===== config.mk =====
export PLATFORM = sky130hd
export DESIGN_NAME = multi_stream_write_combining_buffer_unit_flat
export DESIGN_NICKNAME = d
export VERILOG_FILES = /design/src/rtl/mswcb_pkg.sv /design/src/rtl/mswcb_req_if.sv /design/src/rtl/mswcb_res_if.sv /design/src/rtl/mswcb_ctrl.sv /design/src/rtl/mswcb_datapath.sv /design/src/rtl/multi_stream_write_combining_buffer_unit.sv /design/src/flat_wrapper.sv
export SDC_FILE = /design/constraint.sdc
export NUM_CORES = 1
export LEC_CHECK = 0
export BUFFER_PORTS_ARGS = -buffer_cell sky130_fd_sc_hd__buf_2
export CORE_MARGIN = 1.5
export CORE_UTILIZATION = 55
export CTS_BUF_LIST = sky130_fd_sc_hd__clkbuf_8
export CTS_CLUSTER_DIAMETER = 120
export DETAILED_ROUTE_END_ITERATION = 8
export GPL_ROUTABILITY_DRIVEN = 0
export HOLD_SLACK_MARGIN = 0.12
export PLACE_DENSITY = 0.74
export SYNTH_ARGS = -nofsm -noshare
export SYNTH_HDL_FRONTEND = slang
export SYNTH_HIERARCHICAL = 1
export SYNTH_SLANG_ARGS = --single-unit

===== constraint.sdc =====
create_clock -name clk -period 9.5 [get_ports clk]
set_input_delay 0.475 -clock clk [delete_from_list [all_inputs] [get_ports clk]]
set_output_delay 0.475 -clock clk [all_outputs]
set_load 0.02 [all_outputs]

===== src/rtl/mswcb_pkg.sv =====
`timescale 1ns / 1ps
// ============================================================================
// mswcb_pkg
// Shared types and constants of the multi-stream write combining buffer.
// ============================================================================
package mswcb_pkg;

    localparam int SLOTS_DEF   = 4;
    localparam int STREAMS_DEF = 4;
    localparam int KEY_W       = 32;

    typedef enum logic [1:0] {
        OP_WRITE  = 2'd0,
        OP_READ   = 2'd1,
        OP_REMOVE = 2'd2
    } op_t;

    typedef enum logic [2:0] {
        EV_WRITE_HELD  = 3'd0,
        EV_FLUSH       = 3'd1,
        EV_READ_HIT    = 3'd2,
        EV_READ_MISS   = 3'd3,
        EV_REMOVE_HIT  = 3'd4,
        EV_REMOVE_MISS = 3'd5
    } event_t;

    typedef enum logic [1:0] {
        ST_IDLE,
        ST_COMPARE,
        ST_FLUSH
    } state_t;

    typedef struct packed {
        logic accept;
        logic scan_next;
        logic commit;
        logic flush_emit;
    } cmd_t;

    typedef struct packed {
        op_t  op;
        logic hit;
        logic fill_full;
        logic scan_more;
        logic out_free;
        logic flush_done;
    } stat_t;

endpackage


===== src/rtl/mswcb_req_if.sv =====
`timescale 1ns / 1ps
// ============================================================================
// mswcb_req_if
// Request channel: operation, stream number and logical page key.
// ============================================================================
interface mswcb_req_if;
    logic        valid;
    logic        ready;
    logic [1:0]  op;
    logic [1:0]  stream;
    logic [31:0] key;

    modport source (output valid, output op, output stream, output key, input ready);
    modport sink   (input valid, input op, input stream, input key, output ready);
endinterface


===== src/rtl/mswcb_res_if.sv =====
`timescale 1ns / 1ps
// ============================================================================
// mswcb_res_if
// Result channel: event code, key, stream, slot and run flags.
// ============================================================================
interface mswcb_res_if;
    logic        valid;
    logic        ready;
    logic [2:0]  event_res;
    logic [31:0] key_out;
    logic [1:0]  stream_out;
    logic [1:0]  slot;
    logic        replaced;
    logic        last;

    modport source (output valid, output event_res, output key_out, output stream_out,
                    output slot, output replaced, output last, input ready);
    modport sink   (input valid, input event_res, input key_out, input stream_out,
                    input slot, input replaced, input last, output ready);
endinterface


===== src/rtl/mswcb_ctrl.sv =====
`timescale 1ns / 1ps
// ============================================================================
// mswcb_ctrl
// Controller state machine: accepts requests, sequences search and flush.
// ============================================================================
module mswcb_ctrl (
    input  logic             clk,
    input  logic             rst_n,
    input  logic             in_valid,
    input  logic [1:0]       in_op,
    output logic             in_ready,
    input  mswcb_pkg::stat_t stat,
    output mswcb_pkg::cmd_t  cmd
);

    mswcb_pkg::state_t state_reg;
    mswcb_pkg::state_t state_next;
    logic              op_valid;

    assign op_valid = (in_op == mswcb_pkg::OP_WRITE) || (in_op == mswcb_pkg::OP_READ)
                   || (in_op == mswcb_pkg::OP_REMOVE);

    always_ff @(posedge clk or negedge rst_n)
    begin
        if (!rst_n)
        begin
            state_reg <= mswcb_pkg::ST_IDLE;
        end
        else
        begin
            state_reg <= state_next;
        end
    end

    always_comb
    begin
        state_next = state_reg;
        case (state_reg)
            mswcb_pkg::ST_IDLE:
            begin
                if (in_valid && op_valid)
                begin
                    state_next = mswcb_pkg::ST_COMPARE;
                end
            end
            mswcb_pkg::ST_COMPARE:
            begin
                if (!(stat.op == mswcb_pkg::OP_READ && !stat.hit && stat.scan_more)
                    && stat.out_free)
                begin
                    if (stat.op == mswcb_pkg::OP_WRITE && !stat.hit && stat.fill_full)
                    begin
                        state_next = mswcb_pkg::ST_FLUSH;
                    end
                    else
                    begin
                        state_next = mswcb_pkg::ST_IDLE;
                    end
                end
            end
            mswcb_pkg::ST_FLUSH:
            begin
                if (stat.out_free && stat.flush_done)
                begin
                    state_next = mswcb_pkg::ST_IDLE;
                end
            end
            default:
            begin
                state_next = mswcb_pkg::ST_IDLE;
            end
        endcase
    end

    always_comb
    begin
        in_ready = 1'b0;
        cmd      = '0;
        case (state_reg)
            mswcb_pkg::ST_IDLE:
            begin
                in_ready   = 1'b1;
                cmd.accept = in_valid;
            end
            mswcb_pkg::ST_COMPARE:
            begin
                if (stat.op == mswcb_pkg::OP_READ && !stat.hit && stat.scan_more)
                begin
                    cmd.scan_next = 1'b1;
                end
                else
                begin
                    cmd.commit = stat.out_free;
                end
            end
            mswcb_pkg::ST_FLUSH:
            begin
                cmd.flush_emit = stat.out_free;
            end
            default:
            begin
                cmd = '0;
            end
        endcase
    end

endmodule


===== src/rtl/mswcb_datapath.sv =====
`timescale 1ns / 1ps
// ============================================================================
// mswcb_datapath
// Key memory, fill counters, slot compare, compaction and result register.
// ============================================================================
module mswcb_datapath #(
    parameter int SLOTS   = mswcb_pkg::SLOTS_DEF,
    parameter int STREAMS = mswcb_pkg::STREAMS_DEF
) (
    input  logic             clk,
    input  logic             rst_n,
    input  logic [1:0]       in_op,
    input  logic [1:0]       in_stream,
    input  logic [31:0]      in_key,
    input  mswcb_pkg::cmd_t  cmd,
    output mswcb_pkg::stat_t stat,
    input  logic             out_ready,
    output logic             out_valid,
    output logic [2:0]       out_event,
    output logic [31:0]      out_key,
    output logic [1:0]       out_stream,
    output logic [1:0]       out_slot,
    output logic             out_replaced,
    output logic             out_last
);

    localparam int SW = (STREAMS > 1) ? $clog2(STREAMS) : 1;
    localparam int IW = $clog2(SLOTS);
    localparam int KW = mswcb_pkg::KEY_W;

    typedef logic [SLOTS-1:0][KW-1:0] row_t;

    function automatic logic [1:0] stream_wrap(input logic [1:0] s);
        int v;
        v = int'(s);
        for (int k = 0; k < 3; k++)
        begin
            if (v >= STREAMS)
            begin
                v = v - STREAMS;
            end
        end
        return v[1:0];
    endfunction

    row_t            key_mem [STREAMS];
    row_t            rdata_reg;
    row_t            flush_row_reg;
    row_t            new_row;
    logic [IW-1:0]   fill_reg  [STREAMS];
    logic [IW-1:0]   fill_next [STREAMS];
    logic [SW-1:0]   last_stream_reg;
    logic [SW-1:0]   last_stream_next;
    logic [SW-1:0]   stream_reg;
    logic [SW-1:0]   stream_next;
    mswcb_pkg::op_t  op_reg;
    logic [KW-1:0]   key_reg;
    logic [IW-1:0]   flush_idx_reg;
    logic [IW-1:0]   flush_idx_next;
    logic [IW-1:0]   fill_cur;
    logic [SLOTS-1:0] match;
    logic            hit;
    logic [IW-1:0]   hit_idx;
    logic            fill_full;
    logic            out_free;
    logic            mem_we;
    logic            rd_en;
    logic            load_out;

    logic                    out_valid_reg;
    logic                    out_valid_next;
    mswcb_pkg::event_t       out_event_reg;
    mswcb_pkg::event_t       out_event_next;
    logic [KW-1:0]           out_key_reg;
    logic [KW-1:0]           out_key_next;
    logic [1:0]              out_stream_reg;
    logic [1:0]              out_stream_next;
    logic [1:0]              out_slot_reg;
    logic [1:0]              out_slot_next;
    logic                    out_replaced_reg;
    logic                    out_replaced_next;
    logic                    out_last_reg;
    logic                    out_last_next;

    assign fill_cur  = fill_reg[stream_reg];
    assign fill_full = (fill_cur == IW'(SLOTS - 1));
    assign out_free  = !out_valid_reg || out_ready;

    always_comb
    begin
        for (int i = 0; i < SLOTS; i++)
        begin
            match[i] = (IW'(i) < fill_cur) && (rdata_reg[i] == key_reg);
        end
        hit     = |match;
        hit_idx = '0;
        for (int i = SLOTS - 1; i >= 0; i--)
        begin
            if (match[i])
            begin
                hit_idx = IW'(i);
            end
        end
    end

    always_comb
    begin
        stat.op         = op_reg;
        stat.hit        = hit;
        stat.fill_full  = fill_full;
        stat.scan_more  = (stream_reg != SW'(STREAMS - 1));
        stat.out_free   = out_free;
        stat.flush_done = (flush_idx_reg == IW'(SLOTS - 1));
    end

    always_comb
    begin
        stream_next = stream_reg;
        if (cmd.accept)
        begin
            case (in_op)
                mswcb_pkg::OP_WRITE:  stream_next = SW'(stream_wrap(in_stream));
                mswcb_pkg::OP_READ:   stream_next = '0;
                default:              stream_next = last_stream_reg;
            endcase
        end
        else if (cmd.scan_next)
        begin
            stream_next = stream_reg + SW'(1);
        end
    end

    assign rd_en = cmd.accept || cmd.scan_next;

    always_comb
    begin
        new_row = rdata_reg;
        if (op_reg == mswcb_pkg::OP_REMOVE)
        begin
            for (int j = 0; j < SLOTS - 1; j++)
            begin
                if (IW'(j) >= hit_idx)
                begin
                    new_row[j] = rdata_reg[j + 1];
                end
            end
        end
        else
        begin
            new_row[fill_cur] = key_reg;
        end
    end

    assign mem_we = cmd.commit
                 && (((op_reg == mswcb_pkg::OP_WRITE) && !hit && !fill_full)
                  || ((op_reg == mswcb_pkg::OP_REMOVE) && hit));

    always_ff @(posedge clk)
    begin
        if (mem_we)
        begin
            key_mem[stream_reg] <= new_row;
        end
        if (rd_en)
        begin
            rdata_reg <= key_mem[stream_next];
        end
    end

    always_comb
    begin
        fill_next        = fill_reg;
        last_stream_next = last_stream_reg;
        flush_idx_next   = flush_idx_reg;
        if (cmd.commit)
        begin
            case (op_reg)
                mswcb_pkg::OP_WRITE:
                begin
                    last_stream_next = stream_reg;
                    if (!hit)
                    begin
                        fill_next[stream_reg] = fill_full ? '0 : fill_cur + IW'(1);
                        flush_idx_next        = '0;
                    end
                end
                mswcb_pkg::OP_REMOVE:
                begin
                    if (hit)
                    begin
                        fill_next[stream_reg] = fill_cur - IW'(1);
                    end
                end
                default:
                begin
                    fill_next = fill_reg;
                end
            endcase
        end
        else if (cmd.flush_emit)
        begin
            flush_idx_next = flush_idx_reg + IW'(1);
        end
    end

    always_ff @(posedge clk or negedge rst_n)
    begin
        if (!rst_n)
        begin
            for (int s = 0; s < STREAMS; s++)
            begin
                fill_reg[s] <= '0;
            end
            last_stream_reg <= '0;
            flush_idx_reg   <= '0;
            out_valid_reg   <= 1'b0;
        end
        else
        begin
            fill_reg        <= fill_next;
            last_stream_reg <= last_stream_next;
            flush_idx_reg   <= flush_idx_next;
            out_valid_reg   <= out_valid_next;
        end
    end

    always_ff @(posedge clk)
    begin
        stream_reg <= stream_next;
        if (cmd.accept)
        begin
            op_reg  <= mswcb_pkg::op_t'(in_op);
            key_reg <= in_key;
        end
        if (cmd.commit && (op_reg == mswcb_pkg::OP_WRITE) && !hit && fill_full)
        begin
            flush_row_reg <= new_row;
        end
    end

    always_comb
    begin
        load_out          = 1'b0;
        out_event_next    = out_event_reg;
        out_key_next      = out_key_reg;
        out_stream_next   = out_stream_reg;
        out_slot_next     = out_slot_reg;
        out_replaced_next = out_replaced_reg;
        out_last_next     = out_last_reg;
        if (cmd.flush_emit)
        begin
            load_out          = 1'b1;
            out_event_next    = mswcb_pkg::EV_FLUSH;
            out_key_next      = flush_row_reg[flush_idx_reg];
            out_stream_next   = 2'(stream_reg);
            out_slot_next     = 2'(flush_idx_reg);
            out_replaced_next = 1'b0;
            out_last_next     = (flush_idx_reg == IW'(SLOTS - 1));
        end
        else if (cmd.commit)
        begin
            out_key_next      = key_reg;
            out_replaced_next = 1'b0;
            out_last_next     = 1'b1;
            out_stream_next   = 2'(stream_reg);
            out_slot_next     = 2'(hit_idx);
            case (op_reg)
                mswcb_pkg::OP_WRITE:
                begin
                    load_out          = hit || !fill_full;
                    out_event_next    = mswcb_pkg::EV_WRITE_HELD;
                    out_replaced_next = hit;
                    out_slot_next     = hit ? 2'(hit_idx) : 2'(fill_cur);
                end
                mswcb_pkg::OP_READ:
                begin
                    load_out       = 1'b1;
                    out_event_next = hit ? mswcb_pkg::EV_READ_HIT : mswcb_pkg::EV_READ_MISS;
                end
                default:
                begin
                    load_out       = 1'b1;
                    out_event_next = hit ? mswcb_pkg::EV_REMOVE_HIT
                                         : mswcb_pkg::EV_REMOVE_MISS;
                end
            endcase
            if (!hit && (op_reg != mswcb_pkg::OP_WRITE))
            begin
                out_stream_next = 2'b00;
                out_slot_next   = 2'b00;
            end
        end
    end

    always_comb
    begin
        out_valid_next = out_valid_reg;
        if (load_out)
        begin
            out_valid_next = 1'b1;
        end
        else if (out_ready)
        begin
            out_valid_next = 1'b0;
        end
    end

    always_ff @(posedge clk)
    begin
        if (load_out)
        begin
            out_event_reg    <= out_event_next;
            out_key_reg      <= out_key_next;
            out_stream_reg   <= out_stream_next;
            out_slot_reg     <= out_slot_next;
            out_replaced_reg <= out_replaced_next;
            out_last_reg     <= out_last_next;
        end
    end

    assign out_valid    = out_valid_reg;
    assign out_event    = out_event_reg;
    assign out_key      = out_key_reg;
    assign out_stream   = out_stream_reg;
    assign out_slot     = out_slot_reg;
    assign out_replaced = out_replaced_reg;
    assign out_last     = out_last_reg;

    // A result is only loaded into a free output register.
    a_load_free: assert property (@(posedge clk) disable iff (!rst_n)
        (cmd.commit || cmd.flush_emit) |-> out_free)
        else $error("result loaded while output register busy");

    // The next stream is searched only by a read that missed.
    a_scan_read: assert property (@(posedge clk) disable iff (!rst_n)
        cmd.scan_next |-> ((op_reg == mswcb_pkg::OP_READ) && !hit))
        else $error("stream scan outside a missing read");

    // The stream being flushed has already been emptied.
    a_flush_empty: assert property (@(posedge clk) disable iff (!rst_n)
        cmd.flush_emit |-> (fill_reg[stream_reg] == '0))
        else $error("flush run on a stream that still holds keys");

    // Fill counts stay below one full page.
    a_fill_range: assert property (@(posedge clk) disable iff (!rst_n)
        cmd.commit |=> (fill_reg[$past(stream_reg)] <= IW'(SLOTS - 1)))
        else $error("fill count out of range");

endmodule


===== src/rtl/multi_stream_write_combining_buffer_unit.sv =====
`timescale 1ns / 1ps
// ============================================================================
// multi_stream_write_combining_buffer_unit
// Per-stream write combining of logical page keys with flush, read and remove.
// ============================================================================
// Steps: a request is taken in IDLE and its key memory row is registered; in COMPARE
// the slots are compared and the result is registered. A read searches one stream per cycle.
// A write that fills its page yields SLOTS flush entries, one per cycle while output is free.
// A new request is taken only once the previous one is done: ready is high only in IDLE,
// so the registered row read of the key memory and the slot compare do not overlap.
// Reset clears fill counts, last stream and output valid; key memory needs no clear.
module multi_stream_write_combining_buffer_unit #(
    parameter int SLOTS   = mswcb_pkg::SLOTS_DEF,
    parameter int STREAMS = mswcb_pkg::STREAMS_DEF
) (
    input  logic         clk,
    input  logic         rst_n,
    mswcb_req_if.sink    req,
    mswcb_res_if.source  res
);

    mswcb_pkg::cmd_t  cmd;
    mswcb_pkg::stat_t stat;

    mswcb_ctrl u_ctrl (
        .clk      (clk),
        .rst_n    (rst_n),
        .in_valid (req.valid),
        .in_op    (req.op),
        .in_ready (req.ready),
        .stat     (stat),
        .cmd      (cmd)
    );

    mswcb_datapath #(
        .SLOTS   (SLOTS),
        .STREAMS (STREAMS)
    ) u_datapath (
        .clk          (clk),
        .rst_n        (rst_n),
        .in_op        (req.op),
        .in_stream    (req.stream),
        .in_key       (req.key),
        .cmd          (cmd),
        .stat         (stat),
        .out_ready    (res.ready),
        .out_valid    (res.valid),
        .out_event    (res.event_res),
        .out_key      (res.key_out),
        .out_stream   (res.stream_out),
        .out_slot     (res.slot),
        .out_replaced (res.replaced),
        .out_last     (res.last)
    );

endmodule

===== src/flat_wrapper.sv =====
// flat-port wrapper written by rule: the top's interface ports become plain ports
module multi_stream_write_combining_buffer_unit_flat 
#(
    parameter int SLOTS   = mswcb_pkg::SLOTS_DEF,
    parameter int STREAMS = mswcb_pkg::STREAMS_DEF
)
  (clk, rst_n, req_valid, req_op, req_stream, req_key, req_ready, res_valid, res_event_res, res_key_out, res_stream_out, res_slot, res_replaced, res_last, res_ready);
  mswcb_req_if req_i ();
  mswcb_res_if res_i ();
  input  logic clk;
  input  logic rst_n;
  input wire logic [$bits(req_i.valid)-1:0] req_valid;
  input wire logic [$bits(req_i.op)-1:0] req_op;
  input wire logic [$bits(req_i.stream)-1:0] req_stream;
  input wire logic [$bits(req_i.key)-1:0] req_key;
  output wire logic [$bits(req_i.ready)-1:0] req_ready;
  output wire logic [$bits(res_i.valid)-1:0] res_valid;
  output wire logic [$bits(res_i.event_res)-1:0] res_event_res;
  output wire logic [$bits(res_i.key_out)-1:0] res_key_out;
  output wire logic [$bits(res_i.stream_out)-1:0] res_stream_out;
  output wire logic [$bits(res_i.slot)-1:0] res_slot;
  output wire logic [$bits(res_i.replaced)-1:0] res_replaced;
  output wire logic [$bits(res_i.last)-1:0] res_last;
  input wire logic [$bits(res_i.ready)-1:0] res_ready;
  assign req_i.valid = req_valid;
  assign req_i.op = req_op;
  assign req_i.stream = req_stream;
  assign req_i.key = req_key;
  assign req_ready = req_i.ready;
  assign res_valid = res_i.valid;
  assign res_event_res = res_i.event_res;
  assign res_key_out = res_i.key_out;
  assign res_stream_out = res_i.stream_out;
  assign res_slot = res_i.slot;
  assign res_replaced = res_i.replaced;
  assign res_last = res_i.last;
  assign res_i.ready = res_ready;
  multi_stream_write_combining_buffer_unit #(.SLOTS(SLOTS), .STREAMS(STREAMS)) u_core (.clk(clk), .rst_n(rst_n), .req(req_i), .res(res_i));
endmodule

==> impl_metrics.toml <==
[run_status]
status = "finished, final reports clean"

[critical_path]
r2r-end = "u_core/u_datapath/rdata_reg[73]"
crit_path_end_kind = "flip-flop"
start_kind = "flip-flop"
crit_arrival_ns = 6.49
reg2reg_depth = 14
path_max_fanout = 86
r2r_start = "u_core/u_datapath/stream_reg[0]"
r2r_setup_slack_ns = 3.51
path_class = "reg -> reg"
cp.required_ns = 10.00

[clocking]
insertion_delay_ns = 0.79
path_clk_slew_ns = 0.06
clockBufferDepth = 3
clock_sinks = 860
htreeDepth = 4
numCtsBuffers = 139
cts_setup_buffers = 0
cts-hold-fix-buffers = 39
cts_tree = "done"
cts_root_buffer = "clkbuf_8"
postCtsResizedCells = 0

[route]
viasPerCell = 6.34
vias = 17600
route.detailed.drc = 0
first_pass_iters = 5
wl_per_cell_um = 28.3
drt_wl_total_mm = 78.2
antenna_left = 0
drtIter0Drc = 2036

[placed_design]
dp_cells = 2494
io_buffers = 82
dpl.hpwl_mm = 42.3

[final_layout]
fillers = 4219
syn_to_final_growth_pct = 11.8
final_cells = 2766
nets = 1933
largest_register_ffs = 512
post-route-util = 0.621
drive_gt1_frac = 0.300

[worst_hold_path]
hold_end = "u_core/u_datapath/key_reg[26]"
hold_path.class = "in -> reg"
holdCritStartpoint = "req_key[26]"
whs_path_depth = 2

[sta]
worst_pin_slew_ns = 1.09
fin_crit_ns = 5.99
fmax_ghz = 0.167
hold_ws_ns = 0.398
fin_crit_sh = 0.630
relSlewSlack = 0.274
rsz0062_at_grt = "false"
finalSetupTns_ns = 0
hold_viol = 0
skew_ns = 0.0315
finalMaxSlewViolations = 0
finalSetupViolCount = 0

[power]
finalPower_w = 0.0138
p_per_area_nw_per_um2 = 360
vdd_drop_max_mv = 0.344
p_leak_nw = 12.5

[die]
io_pins = 83
die_h_um = 252
die_area_um2 = 63600
fp-row-count = 91
core_area_um2 = 61500
start_util = 0.555
die_w_um = 252

[yosys]
ys.flop_type = "edfxtp_1"
ys_seq_area_frac = 0.753
synth_top_area_share = 0.741
avgSynthCellArea_um2 = 19.9
synthCells = 1716
synth_fp_nets = 1765
synth_area_leaders = "edfxtp_1 74%, mux4_2 11%, xor2_1 2.4%"
synth_top_cell_by_area = "edfxtp_1"
synth_seq_cells = 860
synth_cell_types = 52
synthArstFlopShare = 0.0174
syn_area_um2 = 34100
ys_warn_count = 6
synth_edf_count = 843

[grt]
grt_usage = 0.253
grt_max_degree = 130
grt_pass1_vias = 18200
grt_first_pass_wirelength_mm = 117
antenna_found_initial = 1
overflow = 0

[run]
drv_cap = 0
## layer usage
metal / up-vias / part of all wire / GRT usage / wire length (µm)
met1: 9122 / 0.40 / 0.356 / 31100
met2: 970 / 0.48 / 0.394 / 37600
li1: 7316 / - / - / -
met5: - / 0 / 0 / 0
met3: 142 / 0.089 / 0.0453 / 6960
met4: 0 / 0.031 / 0.109 / 2430
## layout by cell type (no fill, tap or decap), types with 5 or more instances in the layout
cell type      instances
edfxtp_1             843
mux4_2               162
clkbuf_8             145
a21oi_1               98
xor2_1                93
buf_2                 82
mux2_2                64
inv_1                 54
nor2_1                43
mux2i_1               41
dlygate4sd3_1         39
or2_2                 32
o221a_2               32
o22ai_1               32
clkinv_1              23
nor4_1                23
nand2_1               21
buf_4                 17
dfrtp_1               13
clkinv_2              10
clkinvlp_4             9
ha_1                   8
xnor2_1                6
nand3_1                6
buf_12                 6
inv_6                  5
o21bai_1               5
nor2_4                 5
## final cells by class
class                      instances  area, µm²  area share
sequential                       860      25700       0.674
multi-input combinational        722       7950       0.208
clock buffer                     145       2000      0.0523
timing repair buffer             144       1050      0.0275
tap                              790        988      0.0259
clock inverter                    87        418      0.0109
inverter                          17       63.8     0.00167
antenna                            1       2.50   0.0000655
## cells in the mapped netlist, drive strengths merged, types with 2 or more instances
library cell	count
edfxtp	843
mux4	162
a21oi	100
xor2	93
mux2	64
clkbuf	59
buf	58
nor2	48
mux2i	41
or2	33
o221a	32
o22ai	32
nor4	24
nand2	23
inv	17
dfrtp	15
ha	9
nand3	6
nor3	6
xnor2	6
o21bai	5
nand2b	4
o21ai	4
o31ai	4
nand4	3
a21o	2
a22oi	2
dfxtp	2
o21a	2
or3	2
## logic make-up (layout without fill, tap and decap cells)
kind of cell / Yosys count / after routing / synth area share
AOI/OAI and AO/OA: 191 / 191 / 0.0376
xor gates and xnor gates: 99 / 99 / 0.0254
adders and majority gates: 9 / 9 / 0.00330
buffers and inverters: 134 / 393 / 0.0165
DFF: 860 / 860 / 0.753
muxes: 267 / 267 / 0.140
other: 0 / 1 / 0
and+or+nand+nor: 156 / 156 / 0.0238
## stage by stage
stage               instance area (µm²)  setup slack, ns
floorplan                         34100            0.647
global placement                  35400             3.60
detailed placement                35400             3.47
CTS                               38200             3.46
global route                      38200             3.04
finish                            38200             3.51
## critical path, stage by stage, from the launching register on
cell and delay [ns]:
dfxtp_1 0.52, mux4_2 0.61, inv_1 0.17, ha_1 0.22
or3_1 0.14, nor3_2 0.09, nor3_1 0.61, inv_1 0.13
or3_1 0.43, nor2_1 0.26, a211oi_1 0.16, a21oi_4 0.17
buf_12 0.58, buf_4 0.87, mux4_2 0.61
## worst max-delay path by stage
stage | to | slack, ns | startpoint
after floorplan | u_core/u_datapath/key_mem[1][0] | 0.65 | u_core/u_datapath/stream_reg[0]
after global placement | u_core/u_datapath/rdata_reg[41] | 3.60 | u_core/u_datapath/stream_reg[0]
after detailed placement | u_core/u_datapath/rdata_reg[73] | 3.47 | u_core/u_datapath/stream_reg[0]
after CTS | u_core/u_datapath/rdata_reg[73] | 3.46 | u_core/u_datapath/stream_reg[0]
after global routing | u_core/u_datapath/rdata_reg[27] | 3.04 | u_core/u_datapath/stream_reg[0]
final | u_core/u_datapath/rdata_reg[73] | 3.51 | u_core/u_datapath/stream_reg[0]
## where the power goes
group / switching (W) / internal [W]
clock: 0.00142 / 0.00141
sequential: 0.000471 / 0.00581
combinational: 0.00291 / 0.00174
No activity file was read; power rests on OpenSTA's default activity.
